`src/hw/rtl/b64w_pkg.sv`:
```
`timescale 1ns / 1ps

package b64w_pkg;

  typedef enum logic [1:0] {
    PH_FIRST  = 2'd0,
    PH_SECOND = 2'd1,
    PH_THIRD  = 2'd2
  } phase_e;

  typedef struct packed {
    logic [7:0] out_char;
    logic       last_char;
  } char_t;

  typedef struct packed {
    logic [1:0] count;
    char_t      c0;
    char_t      c1;
  } res_t;

  localparam logic [15:0] MaxLenReset = 16'hffff;

  function automatic logic [7:0] b64_char(input logic [5:0] idx);
    logic [7:0] ch;
    case (idx) inside
      [6'd0:6'd25]:  ch = 8'(idx) + 8'd65;
      [6'd26:6'd51]: ch = 8'(idx) + 8'd71;
      [6'd52:6'd61]: ch = 8'(idx) - 8'd4;
      6'd62:         ch = 8'd95;
      default:       ch = 8'd45;
    endcase
    return ch;
  endfunction

endpackage

```
`src/hw/rtl/b64w_if.sv`:
```
`timescale 1ns / 1ps

interface b64w_byte_if;
  logic       valid;
  logic       ready;
  logic [7:0] data_byte;
  logic       last_byte;
  modport source (output valid, output data_byte, output last_byte, input ready);
  modport sink (input valid, input data_byte, input last_byte, output ready);
endinterface

interface b64w_char_if;
  logic       valid;
  logic       ready;
  logic [7:0] out_char;
  logic       last_char;
  modport source (output valid, output out_char, output last_char, input ready);
  modport sink (input valid, input out_char, input last_char, output ready);
endinterface

interface b64w_cfg_if;
  logic        valid;
  logic        ready;
  logic [15:0] max_out_len;
  modport source (output valid, output max_out_len, input ready);
  modport sink (input valid, input max_out_len, output ready);
endinterface

```
`src/hw/rtl/b64w_core.sv`:
```
`timescale 1ns / 1ps

module b64w_core (
  input  logic             clk_i,
  input  logic             rst_ni,
  input  logic             accept_i,
  input  logic [7:0]       data_byte_i,
  input  logic             last_byte_i,
  input  logic             cfg_we_i,
  input  logic [15:0]      cfg_data_i,
  output b64w_pkg::res_t   res_o
);

  logic [15:0]      max_len_q;
  b64w_pkg::phase_e phase_q, phase_d;
  logic [3:0]       carry_q, carry_d;
  logic [3:0]       ftn_q;
  logic             started_q;
  logic [15:0]      sent_q, sent_a, sent_b;
  logic [3:0]       ftn;
  logic [5:0]       idx0, idx1;
  logic             want1, fin1, e0, e1, mark0, mark1;

  always_comb begin
    ftn = started_q ? ftn_q : data_byte_i[7:4];
    case (phase_q)
      b64w_pkg::PH_SECOND: begin
        idx0    = {carry_q[1:0], data_byte_i[7:4]};
        want1   = last_byte_i;
        idx1    = {data_byte_i[3:0], ftn[3:2]};
        fin1    = 1'b1;
        carry_d = data_byte_i[3:0];
        phase_d = b64w_pkg::PH_THIRD;
      end
      b64w_pkg::PH_THIRD: begin
        idx0    = {carry_q, data_byte_i[7:6]};
        want1   = 1'b1;
        idx1    = data_byte_i[5:0];
        fin1    = last_byte_i;
        carry_d = 4'd0;
        phase_d = b64w_pkg::PH_FIRST;
      end
      default: begin
        idx0    = data_byte_i[7:2];
        want1   = last_byte_i;
        idx1    = {data_byte_i[1:0], ftn};
        fin1    = 1'b1;
        carry_d = {2'b00, data_byte_i[1:0]};
        phase_d = b64w_pkg::PH_SECOND;
      end
    endcase
  end

  always_comb begin
    e0     = sent_q < max_len_q;
    sent_a = sent_q + {15'd0, e0};
    mark0  = sent_a == max_len_q;
    e1     = want1 && (sent_a < max_len_q);
    mark1  = fin1 || ((sent_a + 16'd1) == max_len_q);
    sent_b = sent_a + {15'd0, e1};
  end

  assign res_o.count        = {1'b0, e0} + {1'b0, e1};
  assign res_o.c0.out_char  = b64w_pkg::b64_char(idx0);
  assign res_o.c0.last_char = mark0;
  assign res_o.c1.out_char  = b64w_pkg::b64_char(idx1);
  assign res_o.c1.last_char = mark1;

  always_ff @(posedge clk_i or negedge rst_ni) begin
    if (!rst_ni) begin
      max_len_q <= b64w_pkg::MaxLenReset;
    end else if (cfg_we_i) begin
      max_len_q <= cfg_data_i;
    end
  end

  always_ff @(posedge clk_i or negedge rst_ni) begin
    if (!rst_ni) begin
      phase_q   <= b64w_pkg::PH_FIRST;
      carry_q   <= 4'd0;
      ftn_q     <= 4'd0;
      started_q <= 1'b0;
      sent_q    <= 16'd0;
    end else if (accept_i) begin
      if (last_byte_i) begin
        phase_q   <= b64w_pkg::PH_FIRST;
        carry_q   <= 4'd0;
        ftn_q     <= 4'd0;
        started_q <= 1'b0;
        sent_q    <= 16'd0;
      end else begin
        phase_q   <= phase_d;
        carry_q   <= carry_d;
        ftn_q     <= ftn;
        started_q <= 1'b1;
        sent_q    <= sent_b;
      end
    end
  end

endmodule

```
`src/hw/rtl/b64w_outbuf.sv`:
```
`timescale 1ns / 1ps

module b64w_outbuf (
  input  logic              clk_i,
  input  logic              rst_ni,
  input  logic              load_i,
  input  b64w_pkg::res_t    res_i,
  output logic              can_load_o,
  b64w_char_if.source       out_o
);

  b64w_pkg::char_t slot0_q, slot1_q;
  logic [1:0]      cnt_q;
  logic            pop;

  assign pop        = (cnt_q != 2'd0) && out_o.ready;
  assign can_load_o = (cnt_q == 2'd0) || ((cnt_q == 2'd1) && out_o.ready);

  assign out_o.valid     = cnt_q != 2'd0;
  assign out_o.out_char  = slot0_q.out_char;
  assign out_o.last_char = slot0_q.last_char;

  always_ff @(posedge clk_i or negedge rst_ni) begin
    if (!rst_ni) begin
      cnt_q <= 2'd0;
    end else if (load_i) begin
      cnt_q <= res_i.count;
    end else if (pop) begin
      cnt_q <= cnt_q - 2'd1;
    end
  end

  // payload: load a fresh pair, or advance the second slot to the head
  always_ff @(posedge clk_i) begin
    if (load_i) begin
      slot0_q <= res_i.c0;
      slot1_q <= res_i.c1;
    end else if (pop) begin
      slot0_q <= slot1_q;
    end
  end

endmodule

```
`src/hw/rtl/base64url_wrap_encoder_top.sv`:
```
`timescale 1ns / 1ps

// Unpadded base64-style encoder with length limit; index 62 maps to '_', 63 to '-'.
// in_i   : message bytes (data_byte, last_byte), valid/ready request channel.
// out_o  : characters (out_char, last_char), valid/ready request channel.
// cfg_i  : max_out_len write channel, always ready; write only while idle.
// A byte request is taken in the same cycle its characters (up to two) are
// computed; the first character appears on out_o in the next cycle.
// Throughput: one byte per cycle while out_o is ready and each byte yields at
// most one character; a byte that yields two holds in_i.ready low while the
// one-character-per-cycle output port drains the two-entry result buffer.
// A new byte is taken while the last buffered character is being taken.
// When the receiver stalls, the buffer holds its characters and in_i.ready
// drops until the buffer can take a full pair.
// Reset empties the buffer, clears the message state and sets max_out_len
// to 65535.
module base64url_wrap_encoder_top (
  input  logic        clk_i,
  input  logic        rst_ni,
  b64w_byte_if.sink   in_i,
  b64w_char_if.source out_o,
  b64w_cfg_if.sink    cfg_i
);

  b64w_pkg::res_t res;
  logic           can_load;
  logic           accept;

  assign in_i.ready  = can_load;
  assign accept      = in_i.valid && can_load;
  assign cfg_i.ready = 1'b1;

  b64w_core u_core (
    .clk_i       (clk_i),
    .rst_ni      (rst_ni),
    .accept_i    (accept),
    .data_byte_i (in_i.data_byte),
    .last_byte_i (in_i.last_byte),
    .cfg_we_i    (cfg_i.valid),
    .cfg_data_i  (cfg_i.max_out_len),
    .res_o       (res)
  );

  b64w_outbuf u_outbuf (
    .clk_i      (clk_i),
    .rst_ni     (rst_ni),
    .load_i     (accept),
    .res_i      (res),
    .can_load_o (can_load),
    .out_o      (out_o)
  );

endmodule
```
`src/flat_wrapper.sv`:
```
// flat-port wrapper written by rule: the top's interface ports become plain ports
module base64url_wrap_encoder_top_flat 
  (clk_i, rst_ni, in_i_valid, in_i_data_byte, in_i_last_byte, in_i_ready, out_o_valid, out_o_out_char, out_o_last_char, out_o_ready, cfg_i_valid, cfg_i_max_out_len, cfg_i_ready);
  b64w_byte_if in_i_i ();
  b64w_char_if out_o_i ();
  b64w_cfg_if cfg_i_i ();
  input  logic clk_i;
  input  logic rst_ni;
  input wire logic [$bits(in_i_i.valid)-1:0] in_i_valid;
  input wire logic [$bits(in_i_i.data_byte)-1:0] in_i_data_byte;
  input wire logic [$bits(in_i_i.last_byte)-1:0] in_i_last_byte;
  output wire logic [$bits(in_i_i.ready)-1:0] in_i_ready;
  output wire logic [$bits(out_o_i.valid)-1:0] out_o_valid;
  output wire logic [$bits(out_o_i.out_char)-1:0] out_o_out_char;
  output wire logic [$bits(out_o_i.last_char)-1:0] out_o_last_char;
  input wire logic [$bits(out_o_i.ready)-1:0] out_o_ready;
  input wire logic [$bits(cfg_i_i.valid)-1:0] cfg_i_valid;
  input wire logic [$bits(cfg_i_i.max_out_len)-1:0] cfg_i_max_out_len;
  output wire logic [$bits(cfg_i_i.ready)-1:0] cfg_i_ready;
  assign in_i_i.valid = in_i_valid;
  assign in_i_i.data_byte = in_i_data_byte;
  assign in_i_i.last_byte = in_i_last_byte;
  assign in_i_ready = in_i_i.ready;
  assign out_o_valid = out_o_i.valid;
  assign out_o_out_char = out_o_i.out_char;
  assign out_o_last_char = out_o_i.last_char;
  assign out_o_i.ready = out_o_ready;
  assign cfg_i_i.valid = cfg_i_valid;
  assign cfg_i_i.max_out_len = cfg_i_max_out_len;
  assign cfg_i_ready = cfg_i_i.ready;
  base64url_wrap_encoder_top u_core (.clk_i(clk_i), .rst_ni(rst_ni), .in_i(in_i_i), .out_o(out_o_i), .cfg_i(cfg_i_i));
endmodule
```
`config.mk`:
```
export PLATFORM = sky130hd
export DESIGN_NAME = base64url_wrap_encoder_top_flat
export DESIGN_NICKNAME = d
export VERILOG_FILES = /design/src/hw/rtl/b64w_pkg.sv /design/src/hw/rtl/b64w_if.sv /design/src/hw/rtl/b64w_core.sv /design/src/hw/rtl/b64w_outbuf.sv /design/src/hw/rtl/base64url_wrap_encoder_top.sv /design/src/flat_wrapper.sv
export SDC_FILE = /design/constraint.sdc
export NUM_CORES = 1
export LEC_CHECK = 0
export BUFFER_PORTS_ARGS = -buffer_cell sky130_fd_sc_hd__buf_2
export CAP_MARGIN = 10
export CORE_AREA = 3 3 117 119
export DETAILED_ROUTE_END_ITERATION = 7
export DIE_AREA = 0 0 120 122
export GPL_ROUTABILITY_DRIVEN = 0
export HOLD_SLACK_MARGIN = 0.12
export SETUP_SLACK_MARGIN = 0.02
export SLEW_MARGIN = 20
export SYNTH_ARGS = -nofsm -noshare
export SYNTH_HDL_FRONTEND = slang
export SYNTH_SLANG_ARGS = --single-unit
```
`constraint.sdc`:
```
create_clock -name clk_i -period 5.7 [get_ports clk_i]
set_clock_uncertainty 0.1 [all_clocks]
set_input_delay 1.14 -clock clk_i [delete_from_list [all_inputs] [get_ports clk_i]]
set_output_delay 1.14 -clock clk_i [all_outputs]
set_load 0.03 [all_outputs]
```
==> flow_summary_export.csv <==
group,metric,value,unit
clocking,hold_buffers,0,
global_route,grt_max_degree,62,
critical_path,path_class,"reg2reg",
synth,async_flop_share,71.4,%
final_layout,final_cells,935,
global_route,grt_pass1_vias,5168,
global_route,antenna_found_initial,0,
synth,synth.cell_area,0.00569,mm^2
route,wl_per_cell,17.0,um
sta,finalHoldViolCount,0,
power,p_leak,3.18,nW
critical_path,worst-r2r-cell-count,28,
power,p_int,2.12,mW
clocking,insertion_delay,0.35,ns
power,p_sw_share,47.7,%
sta,tightest_slew,0.858,ns
sta,min_period,5.81,ns
worst_hold_path,hold_depth,2,
synth,synth_top_area_cell,"dfrtp_1",
critical_path,crit_family,"compound AO/OA/AOI/OAI gates",
clocking,cts_root_buf,"clkbuf_16",
critical_path,critPathArrivalTime,5.94,ns
floorplan,dieArea,0.0146,mm^2
power,p_comb_share,67.8,%
floorplan,coreArea,0.0127,mm^2
sta,rsz0062_at_grt,"true",
critical_path,max_stage_delay,0.54,ns
floorplan,fp.dieH,122,um
clocking,cts_tree,"built",
final_layout,final_util,55.5,%
route,routed_wl,15900,um
floorplan,rows,41,
sta,slew_violations,0,
power,p_per_area,577,mW/mm^2
sta,finalCritPeriodShare,102,%
critical_path,crit_path_frequent_cell,"a21o_1",
synth,synth_top_area_share,12.8,%
power,peakVddDrop,0.207,mV
synth,synth_fp_nets,751,
sta,worst_slack,-0.113,ns
worst_hold_path,hold_class,"reg2reg",
power,p_seq_share,18.5,%
critical_path,cpMaxStageDelayCell,"dfstp_2",
sta,max_freq,172,MHz
floorplan,die_x,120,um
global_route,grt-ovfl-total,0,
synth,ys_seq_area_share,29.6,%
synth,synth_most_common_cell,"nand2_1",
critical_path,crit_fanout,4,
clocking,cts.path.max_buffers,2,
synth,synthTopCellsByCount,"nand2_1 (85), ha_1 (57), inv_1 (50), o21ai_0 (50), a21oi_1 (39)",
final_layout,drive_gt1_share,25.6,%
synth,ys_ff_latch,63,
synth,synth_cell_types,80,
final_layout,regArea,0.00169,mm^2
route,vias,5337,
final_layout,diodes,0,
clocking,cts.sinks,63,
critical_path,worstSetupPathDepth,28,
route,vias_per_cell,5.71,
status,outcome,"complete, but fails checks",
critical_path,worst_setup_path_start_kind,"flop",
route,drt-pass1-iter-count,5,
global_route,grt.total_usage,22.2,%
status,violations,"negative setup slack",
critical_path,r2r_slack,-0.11,ns
critical_path,critPathRequiredTime,5.83,ns
synth,dominantRegCellSynth,"dfrtp_1",
power,p_total,4.06,mW
critical_path,path_buf_inv,2,
critical_path,cp-startpoint,"u_core.u_core.max_len_q[1]",
route,ant_nets,0,
power,p_clk_share,13.6,%
final_layout,fillers,1171,
clocking,htree_levels,3,
floorplan,boundaryPins,42,
clocking,cts_inserted_buffers,9,
job,drv_cap,0,
sta,relSlewSlack,42.6,%
final_layout,syn2layout_area_growth,23.7,%
critical_path,endpoint,"u_core.u_core.sent_q[14]",
critical_path,endpoint_kind,"flop",
placed_design,dp_cells,897,
placed_design,hpwl,11600,um
synth,syn_avg_cell_area,8.57,um^2
sta,tns,-0.195,ns
global_route,grt_pass1_wl,25900,um
final_layout,multi_input_area,0.00390,mm^2
critical_path,r2r-end,"u_core.u_core.sent_q[14]",
route,drc,0,
critical_path,r2r-start,"u_core.u_core.max_len_q[1]",
synth,syn_inst,664,
sta,setup_viol,4,
final_layout,fin_nets,845,
synth,ys_top_cells_by_area,"dfrtp_1 (13%), ha_1 (13%), edfxtp_1 (9.5%)",
power,p_switching,1.94,mW
synth,synth_edf_count,18,
clocking,clkTransAtPathRegs,0.06,ns
placed_design,port_buffers,40,
synth,yosys_warnings,0,
floorplan,start_util,44.9,%
route,drt_iter0_markers,332,
[timing repair]
item | 4_1_cts | 5_1_grt
cloned | 0 | 0
setup buffers | 18 | 5
gates resized for setup | 16 | 19
endpoints found under the setup margin | 10 | 14
pin swaps | 15 | 10
[stage by stage]
stage	hold slack [ns]	setup WS, ns	cell area [um^2]
2_1_floorplan	0.344	-0.0612	5730
3_3_place_gp	0.361	-0.161	6380
3_5_place_dp	0.371	-0.295	6380
4_1_cts	0.383	-0.0864	6890
5_1_grt	0.414	-0.325	7040
6_report	0.379	-0.113	7040
[power by group through the flow]
stage	logic, mW	clock network [mW]	registers, mW
after detailed placement	2.52	0	0.756
after floorplan	1.83	0	0.794
after global placement	2.43	0	0.752
after global routing	3.05	0.585	0.767
final	2.76	0.554	0.752
after CTS	2.65	0.565	0.749
[cell families (layout without fill, tap and decap cells)]
| family | count (synthesis) | in the layout | synth area share (%) |
|---|---|---|---|
| AND/OR/NAND/NOR | 210 | 210 | 19.2 |
| multiplexers | 11 | 11 | 2.02 |
| XOR/XNOR | 44 | 44 | 7.87 |
| adder cells (fa/ha/maj) | 57 | 57 | 12.5 |
| flip-flops | 63 | 63 | 29.6 |
| other | 1 | 1 | 0.0659 |
| buffers and inverters | 81 | 180 | 5.91 |
| AO/OA/AOI/OAI | 197 | 197 | 22.7 |
[layout by cell type, fill, tap and decap left out, types with 10 or more instances in the layout]
master    instances
nand4_1          11
a22oi_1          10
a21o_1           17
buf_2            40
a21oi_1          36
nor2_1           30
ha_1             50
nand3_1          21
inv_1            48
xnor2_1          27
dfstp_2          16
o21ai_0          48
buf_4            72
dfrtp_1          29
nand2_1          84
edfxtp_1         18
[tightest hold or removal path, cell delays in order (launching register included)]
cell	delay, ns
dfrtp_1	0.34
nand2_1	0.05
o31ai_1	0.05
[sequential cells by signal, indices dropped and copies added (netlist names)]
name and count:
u_core.u_outbuf.cnt_q 2, u_core.u_core.ftn_q 4, u_core.u_outbuf.out_o.last_char 1, u_core.u_outbuf.slot1_q 9, u_core.u_core.max_len_q 16, u_core.u_core.started_q 1, u_core.u_outbuf.out_o.out_char 8, u_core.u_core.carry_q 4
u_core.u_core.sent_q 16, u_core.u_core.phase_q 2
[final cells by class]
type	instances	share of cell area, %
clock buffers	10	3.25
clock inverters	6	0.871
inverters	51	2.72
multi-input cells	520	55.4
flip-flops and latches	63	24.0
well taps	172	3.06
repair buffers	113	10.7
[metal layers]
metal  share of wire [%]  vias to the layer above  track usage, %
li1                    -                     2605               -
met1                  45                     2532            29.4
met2                  47                      163            36.0
met3                 5.1                       37            2.88
met4                 3.3                        0            10.7
met5                   0                        -               0
[worst min-delay path by stage]
stage,start,endpoint
floorplan,u_core.u_core.ftn_q[2],u_core.u_core.ftn_q[2]
global placement,u_core.u_core.ftn_q[0],u_core.u_core.ftn_q[0]
detailed placement,u_core.u_core.ftn_q[2],u_core.u_core.ftn_q[2]
CTS,u_core.u_core.ftn_q[2],u_core.u_core.ftn_q[2]
global route,u_core.u_core.ftn_q[0],u_core.u_core.ftn_q[0]
finish,u_core.u_core.ftn_q[0],u_core.u_core.ftn_q[0]
No activity file was read; power rests on OpenSTA's default activity.
